`config.mk`:
```
export PLATFORM = sky130hd
export DESIGN_NAME = ott_ram
export DESIGN_NICKNAME = d
export VERILOG_FILES = /design/src/rtl/ott_ram.sv
export SDC_FILE = /design/constraint.sdc
export NUM_CORES = 1
export LEC_CHECK = 0
export BUFFER_PORTS_ARGS = -buffer_cell sky130_fd_sc_hd__clkbuf_2
export CORE_ASPECT_RATIO = 0.75
export CORE_MARGIN = 4
export CORE_UTILIZATION = 60
export DETAILED_ROUTE_END_ITERATION = 7
export MAX_ROUTING_LAYER = met4
export PLACE_DENSITY_LB_ADDON = 0.1
export RECOVER_POWER = 50
export SYNTH_ARGS = -nofsm -noshare
export SYNTH_HDL_FRONTEND = slang
export SYNTH_SLANG_ARGS = --single-unit
```
`constraint.sdc`:
```
create_clock -name clk -period 1.77 [get_ports clk]
set_clock_uncertainty 0.05 [all_clocks]
set_input_delay 0.0885 -clock clk [delete_from_list [all_inputs] [get_ports clk]]
set_output_delay 0.0885 -clock clk [all_outputs]
set_load 0.02 [all_outputs]
```
`src/rtl/ott_ram.sv`:
```
module ott_ram #(
  parameter int WIDTH = 8,
  parameter int DEPTH = 16
) (
  input  logic                     clk,
  input  logic                     we,
  input  logic [$clog2(DEPTH)-1:0] waddr,
  input  logic [WIDTH-1:0]         wdata,
  input  logic [$clog2(DEPTH)-1:0] raddr,
  output logic [WIDTH-1:0]         rdata
);

  logic [WIDTH-1:0] mem [DEPTH];

  always_ff @(posedge clk) begin
    if (we) begin
      mem[waddr] <= wdata;
    end
    rdata <= mem[raddr];
  end

endmodule

```
==> impl_metrics.tcl, run 1 <==
set metrics [dict create \
    status "finished clean" \
    drt_first_pass_iters 4 \
    min_period_over_period_pct 79.9 \
    postCtsSetupBuffers 0 \
    avgSynthCellArea_um2 22.5 \
    synth_ff_type "edfxtp_1" \
    grt_max_degree 33 \
    clock-root-buffer "clkbuf_16" \
    grt_setup_unrepaired "no" \
    ys_warn_count 0 \
    io_buffers 25 \
    fp.dieW_um 115 \
    peakVddDrop_mv 0.994 \
    netlist_top_cells_count "128 x edfxtp_1, 18 x mux4_2, 16 x a22oi_1" \
    critical_path.n_buffers_inverters 0 \
    cp.depth 3 \
    yosysMostFrequentCell "edfxtp_1" \
    core_area_um2 8130 \
    synth.ff_latch_count 136 \
    cts_made_buffers 17 \
    hold_slack_ps 172 \
    cp.arrival_ps 1660 \
    leakagePower_nw 2.06 \
    grt-ovfl-total 0 \
    crit_family "multiplexers" \
    startpoint_type "flop" \
    synthMuxAreaShare_pct 15.0 \
    gp_congestion 0.768 \
    reg2regPathDepth 3 \
    postSynthCellCount 229 \
    layout-drive-gt1-share_pct 27.5 \
    cts.repair.resized 0 \
    via_per_inst 6.00 \
    yosysSeqAreaShare_pct 77.8 \
    critPathMaxStageDelay_ps 520 \
    grt_pass1_wl_um 15300 \
    fin_util_pct 74.5 \
    worstSetupPathType "reg -> reg" \
    htree_levels 4 \
    synthAdderAreaFrac_pct 0 \
    synth-edff-count 128 \
    yosysTopAreaCell "edfxtp_1" \
    synth-compound-area-share_pct 2.33 \
    placed_area_um2 5520 \
    setup_viol 0 \
    fin_area_um2 6060 \
    slew_viol_final 0 \
    slew_headroom_pct 51.7 \
    post-place-ws_ps 183 \
    tightest_slew_ps 725 \
    reg2reg_slack_ps 360 \
    cts.sinks 136 \
    antenna_cells 0 \
    period_minus_slack_ps 1410 \
    synth_top_area_share_pct 74.7 \
    power_mw 7.25 \
    worstPathRequired_ps 2010 \
    vias 2420 \
    syn_nets 247 \
    ctsLongestPathBuffers 2 \
    hold_viol_final 0 \
    multiInputGateArea_um2 1060 \
    cts_tree "yes" \
    stdcell_count 403 \
    die-height_um 88.2 \
    synth.distinct_cells 19 \
    setup_tns_ps 0 \
    dp_hpwl_um 6200 \
    synth_area_um2 5150 \
    route.detailed.drc 0 \
    post-place-cells 371 \
    min_path_cells 5 \
    powerDensity_nw_per_um2 1200 \
    row_count 28 \
    synthTopCellsByArea "edfxtp_1 75%, mux4_2 7.9%, mux4_1 7.1%" \
    async_flop_share_pct 0 \
    drtIter0Drc 183 \
    drt-total-wl_um 9790 \
    setup_ws_ps 356 \
    synthSimpleGateAreaFrac_pct 3.18 \
    io_pins 26 \
    max_clock_freq_mhz 707 \
    die_area_um2 10100 \
    worstPathMaxFanout 1 \
    end_kind "flop" \
    start_util_pct 63.3 \
    maxCapViolCount 0 \
    cp_slowest_cell "mux4_1" \
    seq_area_um2 4000 \
    grt_usage_pct 22.9 \
    antenna_found_initial 0 \
    synth_xor_area_share_pct 0 \
    nFillCells 476 \
    crit_chain "mux4_1 -> a22oi_1 -> nand2_1" \
    ctsHoldBuffers 0 \
    nets 303 \
    hold_path.class "in -> reg" \
    areaGrowthSynthToFinish_pct 17.6 \
    synth_top_family_by_area "multiplexers" \
    ant_nets 0 \
    grt_pass1_vias 2534 \
    cts.clk_slew.worst_paths_ps 50 \
    clk_latency_ps 410 \
    routedWlPerCell_um 24.3 \
]
[power by group]
part / internal, mW / switching, mW
sequential: 3.60 / 0.0242
clock: 2.05 / 1.20
combinational: 0.149 / 0.210
[logic make-up (layout without fill, tap and decap cells)]
group,Yosys count,after routing
and+or+nand+nor,35,35
buffers and inverters,10,79
DFF,136,136
AOI/OAI and AO/OA,16,16
muxes,32,32
[tightest hold or removal path, delay by kind of cell]
kind	cells	cell delay, ps
simple gates	2	140
compound gates	1	90
buf+inv	2	270
[metal layers]
| metal | up-vias | share of wire, % | GRT usage [%] |
|---|---|---|---|
| met5 | - | 0 | - |
| met4 | 0 | 1.2 | 10.2 |
| met3 | 12 | 9.8 | 7.18 |
| met2 | 110 | 46 | 31.4 |
| met1 | 1213 | 43 | 32.0 |
| li1 | 1085 | - | - |
[layout make-up]
type / count / share of cell area [%]
Tap cell: 105 / 2.17
Sequential cell: 136 / 66.1
Clock buffer: 22 / 7.33
Clock inverter: 10 / 1.76
Multi-Input combinational cell: 83 / 17.5
Timing Repair Buffer: 47 / 5.17
[cell usage in the layout, fill, tap and decap left out, types with 4 or more instances in the layout]
cell type,count
a22oi_1,16
buf_4,18
clkbuf_1,15
clkbuf_16,17
clkbuf_2,16
clkinv_2,4
dfxtp_1,8
edfxtp_1,128
mux4_1,14
mux4_2,18
nand2_1,9
nor2_1,13
nor3_1,4
[path summary, 6_finish.rpt]
kind / from / end
max reg2reg: mem[1][1]$_DFFE_PP_ / rdata[1]$_DFF_P_
min: raddr[3] / rdata[6]$_DFF_P_
min reg2reg: mem[14][7]$_DFFE_PP_ / rdata[7]$_DFF_P_
max: mem[1][1]$_DFFE_PP_ / rdata[1]$_DFF_P_
[registers in the layout, summed over array words and instances, names as in the netlist]
signal  cells
rdata       8
mem       128
(Power assumes the default switching activity.)
==> run 2: changes to the inputs <==
Settings changed: ABC_AREA set to 1, CORE_UTILIZATION 60 to 61.
Clock period 1.77 ns to 1.4 ns, I/O delays scaled along.
==> run 2 against run 1 <==
Compared with the run above:
- utilization down 1.7 points
- largest power group unchanged
- global-route usage up 3.1 points
- cell count up 82%
- setup slack worse by 66 ps
- combinational power up 63%
- critical path type is now reg -> out
- synthesized cell count up 140%
- highest routed layer unchanged
==> impl_metrics.tcl, run 2 <==
set metrics [dict create \
    status "finished clean" \
    grt-ovfl-total 0 \
    dp_hpwl_um 8160 \
    end_kind "output port" \
    worstSetupPathType "reg -> out" \
    synthTopCellsByArea "edfxtp_1 67%, nand2_1 11%, nand3_1 8.4%" \
    critical_path.n_buffers_inverters 1 \
    start_util_pct 63.2 \
    peakVddDrop_mv 1.25 \
    synthMuxAreaShare_pct 0 \
    route.detailed.drc 0 \
    fp.dieW_um 120 \
    post-place-ws_ps 167 \
    cts_made_buffers 17 \
    period_minus_slack_ps 1110 \
    die-height_um 92.2 \
    drt-total-wl_um 13200 \
    regMostFlops "mem" \
    worstPathMaxFanout 1 \
    setup_ws_ps 290 \
    synth_xor_area_share_pct 0 \
    antenna_cells 0 \
    reg_top3 "mem: 128 flops, rdata: 8 flops" \
    synthSimpleGateAreaFrac_pct 21.0 \
    grt_max_degree 65 \
    slew_headroom_pct 35.7 \
    core_area_um2 9120 \
    async_flop_share_pct 0 \
    worstPathRequired_ps 1280 \
    antenna_found_initial 0 \
    vias 3904 \
    yosysTopAreaCell "edfxtp_1" \
    layout-drive-gt1-share_pct 10.6 \
    slew_viol_final 0 \
    clk_latency_ps 410 \
    drtIter0Drc 410 \
    reg2reg_slack_ps 300 \
    cp_slowest_cell "dfxtp_1" \
    postSynthCellCount 551 \
    post-place-cells 702 \
    cts.sinks 136 \
    synth_top_family_by_area "simple AND/OR/NAND/NOR gates" \
    fin_util_pct 72.8 \
    mostFrequentLayoutCells "173 x nand2_1, 128 x edfxtp_1, 100 x inv_1" \
    cp.arrival_ps 990 \
    setup_tns_ps 0 \
    crit_family "flip-flops" \
    avgSynthCellArea_um2 10.5 \
    synth-compound-area-share_pct 0 \
    nFillCells 649 \
    grt_setup_unrepaired "no" \
    htree_levels 4 \
    nets 611 \
    synth_top_area_share_pct 66.7 \
    areaGrowthSynthToFinish_pct 15.2 \
    fin_area_um2 6640 \
    leakagePower_nw 2.90 \
    hold_viol_final 0 \
    synth-edff-count 128 \
    largest_reg_flops 128 \
    tightest_slew_ps 965 \
    maxCapViolCount 0 \
    synth.ff_latch_count 136 \
    cts_tree "yes" \
    postCtsSetupBuffers 0 \
    synth_ff_type "edfxtp_1" \
    netlist_top_cells_count "173 x nand2_1, 128 x edfxtp_1, 100 x inv_1" \
    grt_pass1_vias 3719 \
    via_per_inst 5.32 \
    synthAdderAreaFrac_pct 0 \
    syn_nets 569 \
    synth_area_um2 5770 \
    gp_congestion 0.874 \
    powerDensity_nw_per_um2 1430 \
    cts.clk_slew.worst_paths_ps 50 \
    layout_commonest_cell "nand2_1" \
    stdcell_count 734 \
    ant_nets 0 \
    clock-root-buffer "clkbuf_16" \
    cts.repair.resized 0 \
    crit_chain "clkbuf_2" \
    synth.distinct_cells 12 \
    yosysMostFrequentCell "nand2_1" \
    ctsLongestPathBuffers 2 \
    routedWlPerCell_um 18.0 \
    grt_usage_pct 26.0 \
    power_mw 9.51 \
    critPathMaxStageDelay_ps 390 \
    hold_path.class "in -> reg" \
    drt_first_pass_iters 5 \
    ys_warn_count 0 \
    row_count 30 \
    ctsHoldBuffers 0 \
    placed_area_um2 6090 \
    startpoint_type "flop" \
    die_area_um2 11100 \
    yosysSeqAreaShare_pct 69.4 \
    io_buffers 25 \
    max_clock_freq_mhz 901 \
    grt_pass1_wl_um 20500 \
    setup_viol 0 \
    min_period_over_period_pct 79.3 \
    hold_slack_ps 19.2 \
    io_pins 26 \
]
==> run 2: cell count changes after synthesis, moves of 3 or more <==
cell	before	now
a22oi_1	16	0
buf_2	3	13
buf_4	1	4
buf_6	3	6
clkdlybuf4s25_2	3	0
inv_1	0	100
mux4_1	14	0
mux4_2	18	0
nand2_1	9	173
nand3_1	1	97
nor2_1	13	17
nor3_1	4	0
==> run 2: cell type report <==
| type | instances | area [um^2] | share of cell area, % |
|---|---|---|---|
| multi-input combinational | 289 | 1210 | 18.3 |
| tap | 128 | 160 | 2.41 |
| clock inverter | 11 | 130 | 1.96 |
| clock buffer | 21 | 440 | 6.63 |
| inverter | 102 | 383 | 5.76 |
| sequential | 136 | 4000 | 60.3 |
| timing repair buffer | 47 | 313 | 4.71 |
==> run 2: report_power, final <==
group / internal [mW] / total, mW / switching, mW
registers: 4.56 / 4.59 / 0.0323
clock network: 2.77 / 4.34 / 1.57
logic: 0.167 / 0.585 / 0.418
total: 7.49 / 9.51 / 2.02
==> run 2: final timing paths <==
path                                    endpoint  cells after the start                 start
worst min-delay path            rdata[6]$_DFF_P_                      3              raddr[3]
worst min register to register  rdata[0]$_DFF_P_                      6  mem[10][0]$_DFFE_PP_
worst max-delay path                    rdata[4]                      1      rdata[4]$_DFF_P_
worst max register to register  rdata[0]$_DFF_P_                      6  mem[13][0]$_DFFE_PP_
==> run 2: cell families (layout without fill, tap and decap cells) <==
family        count (synthesis)  count (layout)
simple gates                289             289
flops                       136             136
buf+inv                     126             181
==> run 2: routing by layer <==
layer	GRT usage, %	wire (um)	vias up
met5	-	0	-
met4	8.30	225	0
met3	8.14	1320	18
met2	37.7	5940	190
met1	35.5	5720	1842
li1	-	-	1854
